<file path="src/hdl/bmh_pkg.sv">
`timescale 1ns / 1ps
// Shared types and constants of the binary min-heap priority queue.
package bmh_pkg;

  localparam int DEPTH = 64;
  localparam int KEY_W = 32;
  localparam int IDX_W = $clog2(DEPTH);
  localparam int CNT_W = $clog2(DEPTH + 1);
  localparam int CH_W  = IDX_W + 2;

  typedef enum logic [0:0] {
    CMD_INSERT  = 1'b0,
    CMD_EXTRACT = 1'b1
  } cmd_t;

  typedef enum logic [1:0] {
    STAT_OK    = 2'd0,
    STAT_FULL  = 2'd1,
    STAT_EMPTY = 2'd2
  } status_t;

  typedef enum logic [2:0] {
    ST_IDLE,
    ST_UP_WAIT,
    ST_DN_FETCH,
    ST_DN_WAIT,
    ST_FIN,
    ST_DONE
  } state_t;

endpackage

</file>
<file path="src/hdl/bmh_cmd_if.sv">
`timescale 1ns / 1ps
// Command channel: insert or extract beats with their key.
interface bmh_cmd_if;
  logic                     valid;
  logic                     ready;
  logic                     command;
  logic [bmh_pkg::KEY_W-1:0] key;

  modport source (output valid, output command, output key, input ready);
  modport sink   (input valid, input command, input key, output ready);
endinterface

</file>
<file path="src/hdl/bmh_res_if.sv">
`timescale 1ns / 1ps
// Result channel: extracted key, status and fill level.
interface bmh_res_if;
  logic                      valid;
  logic                      ready;
  logic [bmh_pkg::KEY_W-1:0] out_key;
  bmh_pkg::status_t          status;
  logic [bmh_pkg::CNT_W-1:0] fill_count;

  modport source (output valid, output out_key, output status, output fill_count, input ready);
  modport sink   (input valid, input out_key, input status, input fill_count, output ready);
endinterface

</file>
<file path="src/hdl/binary_min_heap.sv">
`timescale 1ns / 1ps
// Binary min-heap priority queue over a dual-read key RAM.
// Sift: one tree level per cycle in the loop, as each level's children (or parent) come back
//   from the RAM's registered read ports.
// Throughput: one command at a time; the next is taken the cycle after the result is loaded.
// Reset: synchronous active low; empties the heap and drops any pending result.
module binary_min_heap (
  input  logic        clk,
  input  logic        rst_n,
  bmh_cmd_if.sink     in_chan,
  bmh_res_if.source   out_chan
);

  localparam int KW = bmh_pkg::KEY_W;
  localparam int IW = bmh_pkg::IDX_W;
  localparam int CW = bmh_pkg::CNT_W;
  localparam int HW = bmh_pkg::CH_W;

  function automatic logic [HW-1:0] lchild(input logic [IW-1:0] p);
    lchild = {1'b0, p, 1'b1};
  endfunction

  bmh_pkg::state_t  state_r, state_nxt;
  logic [KW-1:0]    key_r, key_nxt;
  logic [KW-1:0]    got_r, got_nxt;
  logic [IW-1:0]    pos_r, pos_nxt;
  logic [CW-1:0]    count_r, count_nxt;
  bmh_pkg::status_t status_r, status_nxt;

  logic                 out_valid_r, out_valid_nxt;
  logic [KW-1:0]        out_key_r;
  bmh_pkg::status_t     out_status_r;
  logic [CW-1:0]        out_fill_r;

  logic          we;
  logic [IW-1:0] waddr, raddr_a, raddr_b;
  logic [KW-1:0] wdata, rd_a, rd_b;

  logic          accept, full, empty, out_free;
  logic [IW-1:0] slot, slot_par, last_idx, par_idx, gpar_idx;
  logic          up_lt;
  logic [HW-1:0] l_idx, r_idx, pl_idx, cnt_ext;
  logic          r_ok, pick_right, dn_lt, pick_has_kids;
  logic [KW-1:0] pick_val;
  logic [IW-1:0] pick_idx;

  assign in_chan.ready = rst_n && (state_r == bmh_pkg::ST_IDLE);
  assign accept        = in_chan.valid && in_chan.ready;
  assign full          = (count_r == CW'(bmh_pkg::DEPTH));
  assign empty         = (count_r == '0);
  assign out_free      = !out_valid_r || out_chan.ready;

  // insert lands at the slot after the last key; extract pulls the last key
  assign slot     = count_r[IW-1:0];
  assign slot_par = IW'((slot - IW'(1)) >> 1);
  assign last_idx = IW'(count_r - CW'(1));
  assign par_idx  = IW'((pos_r - IW'(1)) >> 1);
  assign gpar_idx = IW'((par_idx - IW'(1)) >> 1);
  assign up_lt    = key_r < rd_a;

  assign cnt_ext       = HW'(count_r);
  assign l_idx         = lchild(pos_r);
  assign r_idx         = l_idx + HW'(1);
  assign r_ok          = r_idx < cnt_ext;
  // equal children: take the right one
  assign pick_right    = r_ok && !(rd_b > rd_a);
  assign pick_val      = pick_right ? rd_b : rd_a;
  assign pick_idx      = pick_right ? r_idx[IW-1:0] : l_idx[IW-1:0];
  assign dn_lt         = pick_val < key_r;
  assign pl_idx        = lchild(pick_idx);
  assign pick_has_kids = pl_idx < cnt_ext;

  // next state
  always_comb begin
    state_nxt = state_r;
    unique case (state_r)
      bmh_pkg::ST_IDLE: begin
        if (accept) begin
          if (in_chan.command == bmh_pkg::CMD_INSERT) begin
            if (full)       state_nxt = bmh_pkg::ST_DONE;
            else if (empty) state_nxt = bmh_pkg::ST_FIN;
            else            state_nxt = bmh_pkg::ST_UP_WAIT;
          end else begin
            if (empty) state_nxt = bmh_pkg::ST_DONE;
            else       state_nxt = bmh_pkg::ST_DN_FETCH;
          end
        end
      end
      bmh_pkg::ST_UP_WAIT: begin
        if (up_lt && par_idx != '0) state_nxt = bmh_pkg::ST_UP_WAIT;
        else                        state_nxt = bmh_pkg::ST_FIN;
      end
      bmh_pkg::ST_DN_FETCH: begin
        if (empty)                         state_nxt = bmh_pkg::ST_DONE;
        else if (lchild('0) < cnt_ext)     state_nxt = bmh_pkg::ST_DN_WAIT;
        else                               state_nxt = bmh_pkg::ST_FIN;
      end
      bmh_pkg::ST_DN_WAIT: begin
        if (dn_lt && pick_has_kids) state_nxt = bmh_pkg::ST_DN_WAIT;
        else                        state_nxt = bmh_pkg::ST_FIN;
      end
      bmh_pkg::ST_FIN: state_nxt = bmh_pkg::ST_DONE;
      bmh_pkg::ST_DONE: begin
        if (out_free) state_nxt = bmh_pkg::ST_IDLE;
      end
      default: state_nxt = bmh_pkg::ST_IDLE;
    endcase
  end

  // datapath and RAM control
  always_comb begin
    key_nxt       = key_r;
    got_nxt       = got_r;
    pos_nxt       = pos_r;
    count_nxt     = count_r;
    status_nxt    = status_r;
    out_valid_nxt = out_valid_r && !out_chan.ready;
    we            = 1'b0;
    waddr         = pos_r;
    wdata         = key_r;
    raddr_a       = gpar_idx;
    raddr_b       = r_idx[IW-1:0];
    unique case (state_r)
      bmh_pkg::ST_IDLE: begin
        if (accept) begin
          got_nxt    = '0;
          status_nxt = bmh_pkg::STAT_OK;
          key_nxt    = in_chan.key;
          if (in_chan.command == bmh_pkg::CMD_INSERT) begin
            pos_nxt = slot;
            raddr_a = slot_par;
            if (full) status_nxt = bmh_pkg::STAT_FULL;
            else      count_nxt  = count_r + CW'(1);
          end else begin
            raddr_a = '0;
            raddr_b = last_idx;
            if (empty) status_nxt = bmh_pkg::STAT_EMPTY;
            else       count_nxt  = count_r - CW'(1);
          end
        end
      end
      bmh_pkg::ST_UP_WAIT: begin
        if (up_lt) begin
          we      = 1'b1;
          wdata   = rd_a;
          pos_nxt = par_idx;
        end
      end
      bmh_pkg::ST_DN_FETCH: begin
        got_nxt = rd_a;
        key_nxt = rd_b;
        pos_nxt = '0;
        raddr_a = IW'(lchild('0));
        raddr_b = IW'(lchild('0) + HW'(1));
      end
      bmh_pkg::ST_DN_WAIT: begin
        raddr_a = pl_idx[IW-1:0];
        raddr_b = IW'(pl_idx + HW'(1));
        if (dn_lt) begin
          we      = 1'b1;
          wdata   = pick_val;
          pos_nxt = pick_idx;
        end
      end
      bmh_pkg::ST_FIN: begin
        we = 1'b1;
      end
      bmh_pkg::ST_DONE: begin
        if (out_free) out_valid_nxt = 1'b1;
      end
      default: ;
    endcase
  end

  always_ff @(posedge clk) begin
    if (!rst_n) begin
      state_r     <= bmh_pkg::ST_IDLE;
      count_r     <= '0;
      out_valid_r <= 1'b0;
    end else begin
      state_r     <= state_nxt;
      count_r     <= count_nxt;
      out_valid_r <= out_valid_nxt;
    end
  end

  always_ff @(posedge clk) begin
    key_r    <= key_nxt;
    got_r    <= got_nxt;
    pos_r    <= pos_nxt;
    status_r <= status_nxt;
    if (state_r == bmh_pkg::ST_DONE && out_free) begin
      out_key_r    <= got_r;
      out_status_r <= status_r;
      out_fill_r   <= count_r;
    end
  end

  assign out_chan.valid      = out_valid_r;
  assign out_chan.out_key    = out_key_r;
  assign out_chan.status     = out_status_r;
  assign out_chan.fill_count = out_fill_r;

  // sift writes and the reads whose data the sift uses never hit the same entry
  bmh_ram #(
    .WIDTH (KW),
    .DEPTH (bmh_pkg::DEPTH)
  ) u_key_ram (
    .clk     (clk),
    .we      (we),
    .waddr   (waddr),
    .wdata   (wdata),
    .raddr_a (raddr_a),
    .raddr_b (raddr_b),
    .rdata_a (rd_a),
    .rdata_b (rd_b)
  );

endmodule

</file>
<file path="src/hdl/bmh_ram.sv">
`timescale 1ns / 1ps
// Generic RAM: one write port, two read ports with registered read data.
module bmh_ram #(
  parameter int WIDTH = 32,
  parameter int DEPTH = 64
) (
  input  logic                     clk,
  input  logic                     we,
  input  logic [$clog2(DEPTH)-1:0] waddr,
  input  logic [WIDTH-1:0]         wdata,
  input  logic [$clog2(DEPTH)-1:0] raddr_a,
  input  logic [$clog2(DEPTH)-1:0] raddr_b,
  output logic [WIDTH-1:0]         rdata_a,
  output logic [WIDTH-1:0]         rdata_b
);

  logic [WIDTH-1:0] mem [DEPTH];

  always_ff @(posedge clk) begin
    if (we) begin
      mem[waddr] <= wdata;
    end
    rdata_a <= mem[raddr_a];
    rdata_b <= mem[raddr_b];
  end

endmodule

</file>
<file path="src/flat_wrapper.sv">
// flat-port wrapper written by rule: the top's interface ports become plain ports
module binary_min_heap_flat 
  (clk, rst_n, in_chan_valid, in_chan_command, in_chan_key, in_chan_ready, out_chan_valid, out_chan_out_key, out_chan_status, out_chan_fill_count, out_chan_ready);
  bmh_cmd_if in_chan_i ();
  bmh_res_if out_chan_i ();
  input  logic clk;
  input  logic rst_n;
  input wire logic [$bits(in_chan_i.valid)-1:0] in_chan_valid;
  input wire logic [$bits(in_chan_i.command)-1:0] in_chan_command;
  input wire logic [$bits(in_chan_i.key)-1:0] in_chan_key;
  output wire logic [$bits(in_chan_i.ready)-1:0] in_chan_ready;
  output wire logic [$bits(out_chan_i.valid)-1:0] out_chan_valid;
  output wire logic [$bits(out_chan_i.out_key)-1:0] out_chan_out_key;
  output wire logic [$bits(out_chan_i.status)-1:0] out_chan_status;
  output wire logic [$bits(out_chan_i.fill_count)-1:0] out_chan_fill_count;
  input wire logic [$bits(out_chan_i.ready)-1:0] out_chan_ready;
  assign in_chan_i.valid = in_chan_valid;
  assign in_chan_i.command = in_chan_command;
  assign in_chan_i.key = in_chan_key;
  assign in_chan_ready = in_chan_i.ready;
  assign out_chan_valid = out_chan_i.valid;
  assign out_chan_out_key = out_chan_i.out_key;
  assign out_chan_status = out_chan_i.status;
  assign out_chan_fill_count = out_chan_i.fill_count;
  assign out_chan_i.ready = out_chan_ready;
  binary_min_heap u_core (.clk(clk), .rst_n(rst_n), .in_chan(in_chan_i), .out_chan(out_chan_i));
endmodule
</file>
<file path="config.mk">
export PLATFORM = sky130hd
export DESIGN_NAME = binary_min_heap_flat
export DESIGN_NICKNAME = d
export VERILOG_FILES = /design/src/hdl/bmh_pkg.sv /design/src/hdl/bmh_cmd_if.sv /design/src/hdl/bmh_res_if.sv /design/src/hdl/binary_min_heap.sv /design/src/hdl/bmh_ram.sv /design/src/flat_wrapper.sv
export SDC_FILE = /design/constraint.sdc
export NUM_CORES = 2
export LEC_CHECK = 0
export ABC_AREA = 1
export BUFFER_PORTS_ARGS = -buffer_cell sky130_fd_sc_hd__buf_2
export CAP_MARGIN = 30
export CELL_PAD_IN_SITES_DETAIL_PLACEMENT = 1
export CELL_PAD_IN_SITES_GLOBAL_PLACEMENT = 1
export CORE_MARGIN = 1.5
export CORE_UTILIZATION = 25
export DETAILED_ROUTE_END_ITERATION = 12
export PLACE_DENSITY_LB_ADDON = 0.25
export SLEW_MARGIN = 20
export SYNTH_ARGS = -nofsm -noshare
export SYNTH_HDL_FRONTEND = slang
export SYNTH_SLANG_ARGS = --single-unit
</file>
<file path="constraint.sdc">
create_clock -name clk -period 6.2 [get_ports clk]
set_input_delay 1.86 -clock clk [delete_from_list [all_inputs] [get_ports clk]]
set_output_delay 1.86 -clock clk [all_outputs]
set_load 0.1 [all_outputs]
</file>
==> flow_metrics.tcl <==
set metrics [dict create \
    timing.slew.headroom_pct 25.7 \
    period_share_pct 95.9 \
    stdcell_area_mm2 0.138 \
    dp.cells 16920 \
    final_period_minus_worst_setup_slack_ns 5.95 \
    grt_max_degree 121 \
    synthDominantAreaCellType "edfxtp_1" \
    cts.hold.buffers_added 0 \
    dpl-instance-area_mm2 0.128 \
    met1Wirelength_mm 230 \
    synth_area_leaders "edfxtp_1 (57%), nand3_1 (12%), nand2_1 (8.1%)" \
    measured_slew_at_the_worst_slew_check_pin_ns 1.11 \
    groute.usage.overall_pct 21.3 \
    critical-path-top-cell-by-count "nand2_1" \
    drv.max_cap_violation_count 0 \
    drt_pass1_iterations 6 \
    fin_nets 11367 \
    maxClockFrequency_ghz 0.168 \
    detailroute.wirelength.met2_mm 230 \
    synthesized_flop_and_latch_total 2236 \
    post_synth_instance_area_mm2 0.114 \
    clock_sinks 2236 \
    drt_first_iter_violations 9785 \
    hold_viol_final 0 \
    worst_slack_ns 0.251 \
    drc_markers 0 \
    gp_routability_congestion 0.858 \
    rsz_0062_raised_after_global_routing "no" \
    routed_via_density 5.45 \
    core_mm2 0.456 \
    clockRootBuffer "clkbuf_16" \
    worst-path-max-fanout 45 \
    clock_insertion_delay_worst_skew_ns 0.95 \
    crit_path_max_incr_delay_ns 0.66 \
    dr.max_layer_used "met5" \
    pin_count 80 \
    numCtsBuffers 284 \
    synth_edf_count 2161 \
    crit_slowest_cell "dfxtp_1" \
    end_kind "flop" \
    antenna_left 0 \
    first_global_vias 96456 \
    port_buffers 79 \
    data_arrival_critical_path_ns 6.75 \
    total_number_of_vias 95039 \
    floorplan.die_area_mm2 0.461 \
    cts_buffer_depth 4 \
    fin_setup_tns_ns 0 \
    tritoncts "yes" \
    setup.worst_path.class "reg2reg" \
    floorplan.initialDensity_pct 25.1 \
    slew_viol_final 0 \
    setup-violations-final 0 \
    met3WireLength_mm 36.1 \
    drive_above_1_share_pct 13.0 \
    synthesis.yosys.warnings 0 \
    floorplan.die.width_um 679 \
    chipHeight_um 679 \
    dpl_worst_slack_ns 0.0930 \
    fp-row-count 248 \
    layout-area-overhead-vs-synth_pct 20.5 \
    start_kind "flop" \
    grt.overflow.total 0 \
    required_ns 7.00 \
    avgSynthCellArea_um2 10.4 \
    worst_hold_path_type "reg2reg" \
    maximum_level_of_the_cts_h_tree 5 \
    dp.final_hpwl_mm 331 \
    yosysSeqAreaShare_pct 58.1 \
    synth_cell_types 55 \
    fin_skew_ns 0.0514 \
    ys.flop_type "edfxtp_1" \
    netlist_instances 11029 \
    result_of_the_run "completed" \
    cts.clk_slew.worst_paths_ns 0.06 \
    grt_antenna_before_repair 37 \
    layout.cells.non_filler 17448 \
    synth-async-reset-ratio_pct 0 \
    grt_first_pass_wirelength_mm 725 \
    drt_wl_total_mm 511 \
    mappedNetlistNets 11180 \
    synth.top_cell.area_share_pct 56.8 \
    wire_per_inst_um 29.3 \
]
-- critical path, delay by kind of cell, from the launching register on --
family          cells  cell delay, ns
simple gates       16            2.03
fa+ha+maj           1            0.33
flops               1            0.66
compound gates      3            1.11
buf+inv             7            1.61
-- flip-flops by register name, summed over array words and instances (netlist names) --
register / cells
u_core.got_r: 32
u_core.u_key_ram.mem: 2048
u_core.count_r: 7
u_core.pos_r: 6
u_core.status_r: 2
u_core.out_chan.fill_count: 7
u_core.out_chan.status: 2
u_core.out_chan.valid: 1
u_core.u_key_ram.rdata_b: 32
u_core.key_r: 32
u_core.state_r: 3
u_core.out_chan.out_key: 32
u_core.u_key_ram.rdata_a: 32
-- final cells by class --
cell class / count / area (um2)
fill: 50573 / 318000
sequential: 2236 / 66400
multi-input combinational: 7666 / 43800
timing repair buffer: 827 / 9900
clock buffer: 362 / 7760
tap: 6000 / 7510
clock inverter: 147 / 1450
inverter: 201 / 802
antenna: 9 / 22.5
-- layout by cell type, fill, tap and decap left out, types with 114 or more instances in the layout --
master     Yosys  layout
a32oi_1      211     211
ha_1         114     114
a31oi_1      301     299
nand3_1     2735    2701
mux2i_1      910     910
edfxtp_1    2161    2161
buf_12         0     307
o21ai_0      136     133
a21oi_1      179     179
clkbuf_16      0     297
nand2_1     2465    2462
inv_1        183     181
nor2_1       185     121
buf_4         27     434
-- synth_stat cells, drive strengths merged (12+ instances only) --
cell / instances
o211ai: 60
mux2i: 910
o21a: 12
nor3: 16
a32o: 23
edfxtp: 2161
o21ai: 232
a22oi: 33
a31oi: 301
inv: 200
a32oi: 211
buf: 485
clkbuf: 441
nand2: 2471
dfxtp: 75
nor2: 188
nand3: 2736
a21oi: 179
ha: 114
mux2: 122
-- logic make-up (layout without fill, tap and decap cells) --
group                      count (synthesis)  in the layout  synth area share [%]
and+or+nand+nor                         5434           5434                  21.0
muxes                                   1032           1032                  9.18
adders and majority gates                114            114                  1.25
other                                      0              9                     0
buffers and inverters                   1127           1537                  4.26
DFF                                     2236           2236                  58.1
AOI/OAI and AO/OA                       1077           1077                  6.17
xor gates and xnor gates                   9              9                0.0690
-- metal layers --
| layer | global-route usage (%) | vias to the layer above |
|---|---|---|
| li1 | - | 40921 |
| met1 | 30.1 | 49549 |
| met2 | 33.6 | 3757 |
| met3 | 3.25 | 798 |
| met4 | 6.15 | 14 |
| met5 | 0 | - |
-- through the flow --
step                hold slack [ns]  utilization [%]
finish                        0.417             30.2
CTS                           0.410             30.2
global route                  0.416             30.2
detailed placement            0.406             28.2
floorplan                     0.400                -
global placement              0.401             28.1
-- final timing paths --
path | end | start | slack, ns | cells past startpoint
worst max register to register | u_core.u_key_ram.rdata_b[19] | u_core.u_key_ram.rdata_a[10] | 0.25 | 27
worst max-delay path | u_core.u_key_ram.rdata_b[19] | u_core.u_key_ram.rdata_a[10] | 0.25 | 27
worst min register to register | u_core.out_chan.out_key[20] | u_core.got_r[20] | 0.42 | 0
worst min-delay path | u_core.out_chan.out_key[20] | u_core.got_r[20] | 0.42 | 0
-- timing repair --
item / in CTS / in global routing
setup buffers: 0 / 7
endpoints found under the setup margin: 0 / 576
resized for setup: 0 / 14
Power is not shown: default switching activity piles up to over one toggle a cycle in this logic, so the estimate is an artifact.
